==> src/hw/rtl/tmd_pkg.sv <==
// shared types and constants of the tagged message deframer
package tmd_pkg;

   localparam int BUFFER_SIZE_DEFAULT = 64;
   localparam int IDX_W = 6;

   localparam logic [7:0] CHAR_S = 8'h53;
   localparam logic [7:0] CHAR_T = 8'h54;
   localparam logic [7:0] CHAR_E = 8'h45;

   typedef enum logic [2:0] {
      PH_START_S  = 3'd0,
      PH_START_T  = 3'd1,
      PH_START_ID = 3'd2,
      PH_END_E    = 3'd3,
      PH_END_T    = 3'd4,
      PH_END_ID   = 3'd5
   } phase_type;

   typedef struct packed {
      logic             en;
      logic [IDX_W-1:0] addr;
      logic [7:0]       data;
   } wr_type;

   typedef struct packed {
      logic             go;
      logic [7:0]       id;
      logic [IDX_W-1:0] len;
   } start_type;

   typedef struct packed {
      logic             en;
      logic [IDX_W-1:0] addr;
   } rd_type;

endpackage

==> src/hw/rtl/tmd_store.sv <==
// payload store: one write port, one registered read port
module tmd_store #(
   parameter int BUFFER_SIZE = tmd_pkg::BUFFER_SIZE_DEFAULT
) (
   input  logic            clock,
   input  tmd_pkg::wr_type wr,
   input  tmd_pkg::rd_type rd,
   output logic [7:0]      rd_data
);
   import tmd_pkg::*;

   localparam int AW = $clog2(BUFFER_SIZE);

   logic [7:0] mem_ff [BUFFER_SIZE];
   logic [7:0] rd_data_ff;

   always_ff @(posedge clock) begin
      if (wr.en) begin
         mem_ff[wr.addr[AW-1:0]] <= wr.data;
      end
   end

   // read data holds while no read is issued
   always_ff @(posedge clock) begin
      if (rd.en) begin
         rd_data_ff <= mem_ff[rd.addr[AW-1:0]];
      end
   end

   assign rd_data = rd_data_ff;

endmodule

==> src/hw/rtl/tmd_parser.sv <==
// frame parser: start and end detection, payload writes, put-back of false ends
module tmd_parser #(
   parameter int BUFFER_SIZE = tmd_pkg::BUFFER_SIZE_DEFAULT
) (
   input  logic               clock,
   input  logic               reset,
   input  logic               req_valid,
   output logic               req_stall,
   input  logic [7:0]         req_stream_byte,
   input  logic               readout_busy,
   output tmd_pkg::wr_type    wr,
   output tmd_pkg::start_type start
);
   import tmd_pkg::*;

   localparam logic [IDX_W-1:0] ROOM_LIMIT = IDX_W'(BUFFER_SIZE - 4);

   phase_type        phase_ff, phase_in;
   logic [7:0]       open_id_ff, open_id_in;
   logic [IDX_W-1:0] fill_ff, fill_in;
   logic [7:0]       pend0_ff, pend0_in;
   logic [7:0]       pend1_ff, pend1_in;
   logic [1:0]       pend_cnt_ff, pend_cnt_in;
   logic             accept;
   logic             room;

   assign req_stall = readout_busy || (pend_cnt_ff != 2'd0);
   assign accept    = req_valid && !req_stall;
   assign room      = fill_ff < ROOM_LIMIT;

   always_ff @(posedge clock) begin
      if (reset) begin
         phase_ff    <= PH_START_S;
         open_id_ff  <= 8'd0;
         fill_ff     <= '0;
         pend_cnt_ff <= 2'd0;
      end else begin
         phase_ff    <= phase_in;
         open_id_ff  <= open_id_in;
         fill_ff     <= fill_in;
         pend_cnt_ff <= pend_cnt_in;
      end
   end

   always_ff @(posedge clock) begin
      pend0_ff <= pend0_in;
      pend1_ff <= pend1_in;
   end

   always_comb begin
      phase_in    = phase_ff;
      open_id_in  = open_id_ff;
      fill_in     = fill_ff;
      pend0_in    = pend0_ff;
      pend1_in    = pend1_ff;
      pend_cnt_in = pend_cnt_ff;
      wr.en       = 1'b0;
      wr.addr     = fill_ff;
      wr.data     = req_stream_byte;
      start.go    = 1'b0;
      start.id    = open_id_ff;
      start.len   = fill_ff;

      if (pend_cnt_ff != 2'd0) begin
         // drain the rest of a put-back sequence, one byte a cycle
         wr.en       = 1'b1;
         wr.data     = pend0_ff;
         fill_in     = fill_ff + 1'b1;
         pend0_in    = pend1_ff;
         pend_cnt_in = pend_cnt_ff - 2'd1;
      end else if (accept) begin
         case (phase_ff)
            PH_START_T: begin
               phase_in = (req_stream_byte == CHAR_T) ? PH_START_ID : PH_START_S;
            end
            PH_START_ID: begin
               open_id_in = req_stream_byte;
               fill_in    = '0;
               phase_in   = PH_END_E;
            end
            PH_END_E: begin
               if (req_stream_byte == CHAR_E) begin
                  phase_in = PH_END_T;
               end else if (room) begin
                  wr.en   = 1'b1;
                  fill_in = fill_ff + 1'b1;
               end
            end
            PH_END_T: begin
               if (req_stream_byte == CHAR_T) begin
                  phase_in = PH_END_ID;
               end else begin
                  if (room) begin
                     wr.en       = 1'b1;
                     wr.data     = CHAR_E;
                     fill_in     = fill_ff + 1'b1;
                     pend0_in    = req_stream_byte;
                     pend_cnt_in = 2'd1;
                  end
                  phase_in = PH_END_E;
               end
            end
            PH_END_ID: begin
               if (req_stream_byte == open_id_ff) begin
                  start.go = 1'b1;
                  phase_in = PH_START_S;
               end else begin
                  if (room) begin
                     wr.en       = 1'b1;
                     wr.data     = CHAR_E;
                     fill_in     = fill_ff + 1'b1;
                     pend0_in    = CHAR_T;
                     pend1_in    = req_stream_byte;
                     pend_cnt_in = 2'd2;
                  end
                  phase_in = PH_END_E;
               end
            end
            default: begin
               phase_in = (req_stream_byte == CHAR_S) ? PH_START_T : PH_START_S;
            end
         endcase
      end
   end

endmodule

==> src/hw/rtl/tmd_readout.sv <==
// frame readout: read sequencer, read data stage and output register
module tmd_readout (
   input  logic               clock,
   input  logic               reset,
   input  tmd_pkg::start_type start,
   output logic               busy,
   output tmd_pkg::rd_type    rd,
   input  logic [7:0]         rd_data,
   output logic               rsp_valid,
   input  logic               rsp_stall,
   output logic [7:0]         rsp_payload_byte,
   output logic [7:0]         rsp_frame_id,
   output logic [5:0]         rsp_frame_length,
   output logic               rsp_empty_frame,
   output logic               rsp_last
);
   import tmd_pkg::*;

   logic             active_ff;
   logic [IDX_W-1:0] next_ff;
   logic [IDX_W-1:0] len_ff;
   logic [7:0]       id_ff;
   logic             s1_valid_ff, s1_last_ff, s1_empty_ff;
   logic             out_valid_ff;
   logic [7:0]       out_byte_ff, out_id_ff;
   logic [IDX_W-1:0] out_len_ff;
   logic             out_empty_ff, out_last_ff;
   logic             advance;
   logic             issue;
   logic             issue_last;

   assign advance    = !out_valid_ff || !rsp_stall;
   assign issue      = active_ff && (!s1_valid_ff || advance);
   assign issue_last = (len_ff == '0) || (next_ff + 1'b1 == len_ff);

   assign rd.en   = issue;
   assign rd.addr = next_ff;

   always_ff @(posedge clock) begin
      if (reset) begin
         active_ff    <= 1'b0;
         s1_valid_ff  <= 1'b0;
         out_valid_ff <= 1'b0;
      end else begin
         if (start.go) begin
            active_ff <= 1'b1;
         end else if (issue && issue_last) begin
            active_ff <= 1'b0;
         end
         if (issue) begin
            s1_valid_ff <= 1'b1;
         end else if (advance) begin
            s1_valid_ff <= 1'b0;
         end
         if (advance) begin
            out_valid_ff <= s1_valid_ff;
         end
      end
   end

   always_ff @(posedge clock) begin
      if (start.go) begin
         next_ff <= '0;
         len_ff  <= start.len;
         id_ff   <= start.id;
      end else if (issue) begin
         next_ff <= next_ff + 1'b1;
      end
      if (issue) begin
         s1_last_ff  <= issue_last;
         s1_empty_ff <= (len_ff == '0);
      end
      if (advance && s1_valid_ff) begin
         out_byte_ff  <= s1_empty_ff ? 8'd0 : rd_data;
         out_id_ff    <= id_ff;
         out_len_ff   <= len_ff;
         out_empty_ff <= s1_empty_ff;
         out_last_ff  <= s1_last_ff;
      end
   end

   assign busy             = active_ff || s1_valid_ff || out_valid_ff;
   assign rsp_valid        = out_valid_ff;
   assign rsp_payload_byte = out_byte_ff;
   assign rsp_frame_id     = out_id_ff;
   assign rsp_frame_length = out_len_ff;
   assign rsp_empty_frame  = out_empty_ff;
   assign rsp_last         = out_last_ff;

endmodule

==> src/hw/rtl/tagged_message_deframer.sv <==
// tagged message deframer top level
// first result word of a frame: active flag, store read register, output register
// throughput: one stream word a cycle; input is held while put-back words are written
// readout, when rsp_stall is low, gives one result word a cycle from the store's
// registered read port; input is held until the last result word of the frame is taken
// reset: synchronous, active high; clears parser phase, id, fill index and readout control
module tagged_message_deframer #(
   parameter int BUFFER_SIZE = tmd_pkg::BUFFER_SIZE_DEFAULT
) (
   input  logic       clock,
   input  logic       reset,
   input  logic       req_valid,
   output logic       req_stall,
   input  logic [7:0] req_stream_byte,
   output logic       rsp_valid,
   input  logic       rsp_stall,
   output logic [7:0] rsp_payload_byte,
   output logic [7:0] rsp_frame_id,
   output logic [5:0] rsp_frame_length,
   output logic       rsp_empty_frame,
   output logic       rsp_last
);
   import tmd_pkg::*;

   wr_type     wr;
   rd_type     rd;
   start_type  start;
   logic [7:0] rd_data;
   logic       busy;

   // parser owns the write side of the store
   tmd_parser #(.BUFFER_SIZE(BUFFER_SIZE)) u_parser (
      .clock           (clock),
      .reset           (reset),
      .req_valid       (req_valid),
      .req_stall       (req_stall),
      .req_stream_byte (req_stream_byte),
      .readout_busy    (busy),
      .wr              (wr),
      .start           (start)
   );

   // store contents are undefined until written; empty frames send zero, not store data
   tmd_store #(.BUFFER_SIZE(BUFFER_SIZE)) u_store (
      .clock   (clock),
      .wr      (wr),
      .rd      (rd),
      .rd_data (rd_data)
   );

   // reads start only after the closing id, so no write to the same entry can overlap;
   // input is held during readout, which stands in for forwarding
   tmd_readout u_readout (
      .clock            (clock),
      .reset            (reset),
      .start            (start),
      .busy             (busy),
      .rd               (rd),
      .rd_data          (rd_data),
      .rsp_valid        (rsp_valid),
      .rsp_stall        (rsp_stall),
      .rsp_payload_byte (rsp_payload_byte),
      .rsp_frame_id     (rsp_frame_id),
      .rsp_frame_length (rsp_frame_length),
      .rsp_empty_frame  (rsp_empty_frame),
      .rsp_last         (rsp_last)
   );

`ifndef SYNTHESIS
   // no stream word may enter while a frame is being read out
   a_hold_during_readout: assert property (@(posedge clock) disable iff (reset)
      busy |-> req_stall)
      else $error("stream word accepted during readout");

   // a completed frame starts the readout on the next cycle
   a_start_readout: assert property (@(posedge clock) disable iff (reset)
      start.go |=> busy)
      else $error("frame completed but readout idle");

   // an empty frame is a single result word
   a_empty_is_last: assert property (@(posedge clock) disable iff (reset)
      (rsp_valid && rsp_empty_frame) |-> rsp_last)
      else $error("empty frame result not marked last");

   // id and length stay fixed across the words of one frame
   a_frame_stable: assert property (@(posedge clock) disable iff (reset)
      (rsp_valid && !rsp_stall && !rsp_last)
      |=> ($stable(rsp_frame_id) && $stable(rsp_frame_length)))
      else $error("frame id or length changed inside a frame");
`endif

endmodule

==> config.mk <==
export PLATFORM = sky130hd
export DESIGN_NAME = tagged_message_deframer
export DESIGN_NICKNAME = d
export VERILOG_FILES = /design/src/hw/rtl/tmd_pkg.sv /design/src/hw/rtl/tmd_store.sv /design/src/hw/rtl/tmd_parser.sv /design/src/hw/rtl/tmd_readout.sv /design/src/hw/rtl/tagged_message_deframer.sv
export SDC_FILE = /design/constraint.sdc
export NUM_CORES = 1
export LEC_CHECK = 0
export ABC_AREA = 1
export ABC_CLOCK_PERIOD_IN_PS = 3730
export BUFFER_PORTS_ARGS = -buffer_cell sky130_fd_sc_hd__buf_2
export CORE_UTILIZATION = 30
export CTS_CLUSTER_DIAMETER = 60
export DETAILED_ROUTE_END_ITERATION = 16
export PLACE_DENSITY_LB_ADDON = 0.25
export SYNTH_ARGS = -nofsm -noshare
export SYNTH_HDL_FRONTEND = slang
export SYNTH_SLANG_ARGS = --single-unit
==> constraint.sdc <==
create_clock -name clock -period 3.73 [get_ports clock]
set_input_delay 0 -clock clock [delete_from_list [all_inputs] [get_ports clock]]
set_output_delay 0 -clock clock [all_outputs]
set_load 0.03 [all_outputs]
==> metrics.md <==
| Metric | Value |
|---|---|
| Cell Area, Synth | 24500 sq um |
| Most frequent cells in the layout | edfxtp_1, nor2_1, o21ai_0 |
| Dpl cell area | 26100 sq um |
| CTS tree | built |
| Root Driver | clkbuf_16 |
| Normalized max-slew margin | 18.4% |
| Critical Path Fanout Max | 27 |
| Vias | 16.2k |
| Fmax | 300 MHz |
| Detailed Route WL | 67000 um |
| Syn Nets | 2079 |
| Final Cell Area | 28400 sq um |
| Layout cell share with drive strength beyond 1 | 9.60% |
| Wirelength per Cell | 20.8 um |
| Sequential share of the synthesized area | 72.8% |
| Warnings from Yosys | 0 |
| GR Overflow Total | 0 |
| Largest net degree at the start of global routing | 193 |
| Arrival @ worst endpoint | 3540 ps |
| Syn Area/Cell | 11.9 sq um |
| Initial Util | 30.4% |
| Top cell type's share of synthesized area | 70.5% |
| Vias/cell | 5.05 |
| Worst-Skew Late Latency | 600 ps |
| Hpwl dp | 40900 um |
| Number of synthesized register bits | 604 |
| Setup tns final | 0 ps |
| Final #Nets | 2120 |
| Clock skew | 32.1 ps |
| Setup violators final | 0 |
| Crit path launch type | flop |
| Tightest Pin Transition | 1210 ps |
| Die width | 288 um |
| Die Y | 288 um |
| Commonest non-fill, non-tap cell in the layout | edfxtp_1 |
| Iter 0 DRT Violations | 1606 |
| Vias in the first global route | 16.4k |
| Antenna violations before repair | 0 |
| Worst Setup End Kind | flop |
| Cells after Synth | 2065 |
| Placed insts | 3084 |
| Max-slew violations | 0 |
| Critical path type | flop to flop |
| First-pass GRT wire length | 101000 um |
| Max VDD drop | 0.286 mV |
| Yosys cell types | 35 |
| Status | completed |
| Sink Count | 604 |
| Cts bufs inserted | 68 |
| Cell Rows | 104 |
| Antenna diodes | 0 |
| PostCTS Resize Cnt | 0 |
| Fin cells | 3216 |
| Total power | 14.8 mW |
| Clk slew on worst S/H paths | 60 ps |
| Residual DRC count | 0 |
| RD Place Congestion | 0.899 |
| Final worst setup slack | 397 ps |
| Required @ worst endpoint | 3940 ps |
| PwrDens | 520 nW/um^2 |
| Die ar. | 82900 sq um |
| RSZ-0062 raised after global routing | false |
| Area of the core | 80700 sq um |
| Syn-to-layout area delta | 16.0% |
| I/O pin total | 38 |
| IO Port Bufs | 37 |
| Initial DRT Pass Iterations | 6 |
| Lkg Pwr | 9.27 nW |
| Max cap viols | 0 |
| Pre-CTS WS | 371 ps |
| Hold Slack | 245 ps |
| CTS Buffer Depth | 3 |
| Final min period | 3330 ps |
| Fin util | 35.3% |
| Top post-synthesis cells by area | edfxtp_1, o21ai_0, nor2_1 |
| Hold Crit Class | input pin to flop |
| ANT nets after route | 0 |
| Yosys top cell by area | edfxtp_1 |
| H-tree depth | 3 |
| Final period utilization | 89.3% |
| GRT Total Usage | 16.2% |
| Final hold violations | 0 |
==> cell type report <==
type | instances | area (sq um)
Clock inverter | 34 | 327
Clock buffer | 86 | 1870
Inverter | 66 | 253
Fill cell | 7854 | 52200
Multi-Input combinational cell | 1275 | 5940
Sequential cell | 604 | 17900
Tap cell | 1060 | 1330
Timing Repair Buffer | 91 | 858
==> cell usage after synthesis <==
cell,instances
a21oi_1,56
a221oi_1,1
a22oi_1,1
a31oi_1,1
buf_1,8
buf_2,26
buf_4,1
buf_6,5
clkbuf_1,80
clkinv_1,5
dfxtp_1,28
edfxtp_1,576
ha_1,2
inv_1,58
inv_2,3
nand2_1,286
nand2_2,2
nand2_4,2
nand3_1,54
nand3_2,2
nand3_4,1
nand3b_1,1
nand4_1,3
nor2_1,350
nor2_4,2
nor3_1,53
nor3_2,4
o211ai_1,2
o21ai_0,292
o21ai_1,19
o21bai_1,1
o22ai_1,128
o31ai_1,1
xnor2_1,8
xor2_1,3
==> flip-flops by register name, indices dropped and copies added, names as in the netlist, 2 cells and up <==
name,cells
u_parser.fill_ff,6
u_parser.open_id_ff,8
u_parser.pend0_ff,8
u_parser.pend1_ff,8
u_parser.pend_cnt_ff,2
u_parser.phase_ff,3
u_readout.id_ff,8
u_readout.len_ff,6
u_readout.next_ff,6
u_readout.rsp_frame_id,8
u_readout.rsp_frame_length,6
u_readout.rsp_payload_byte,8
u_store.mem_ff,512
u_store.rd_data,8
==> worst max-delay path: stages, from the launching register on <==
cell	delay, ps
dfxtp_1	380
nand2_1	110
inv_2	50
nand2_2	210
nor2_1	160
nand2_1	90
nand2_1	90
nor2_4	100
nand3_4	110
nand2_4	150
nand2_4	260
buf_12	290
nor3_1	910
==> repair_timing <==
action	in CTS	in global routing
hold endpoints to repair	34	0
hold buffers	12	0
buffers inserted	0	0
==> kinds of logic after synthesis <==
kind of cell,share of synthesized area [%]
AOI/OAI and AO/OA,11.0
xor gates and xnor gates,0.393
adders and majority gates,0.102
buffers and inverters,3.15
DFF,72.8
and+or+nand+nor,12.6
==> final timing paths <==
| kind | startpoint | endpoint | slack (ps) | cells past startpoint |
|---|---|---|---|---|
| worst max-delay path | u_parser.fill_ff[4] | u_store.mem_ff[10][5] | 400 | 12 |
| worst min-delay path | req_stream_byte[7] | u_parser.pend1_ff[7] | 240 | 2 |
| worst max register to register | u_parser.fill_ff[4] | u_store.mem_ff[10][5] | 400 | 12 |
| worst min register to register | u_readout.id_ff[2] | u_readout.rsp_frame_id[2] | 410 | 0 |
==> report_power, final <==
group          internal, mW  switching, mW  leakage (nW)  total, mW
clock                  3.97           2.63          1.08       6.60
sequential             7.55         0.0182          5.43       7.57
combinational         0.145          0.470          2.75      0.615
==> routing by layer <==
| layer | vias to the layer above | GRT usage (%) | wire length, um |
|---|---|---|---|
| li1 | 7537 | - | - |
| met1 | 8042 | 21.9 | 29600 |
| met2 | 544 | 26.0 | 31600 |
| met3 | 107 | 2.60 | 3790 |
| met4 | 0 | 6.12 | 2060 |
| met5 | - | 0 | 0 |
No activity file was read; power rests on OpenSTA's default activity.
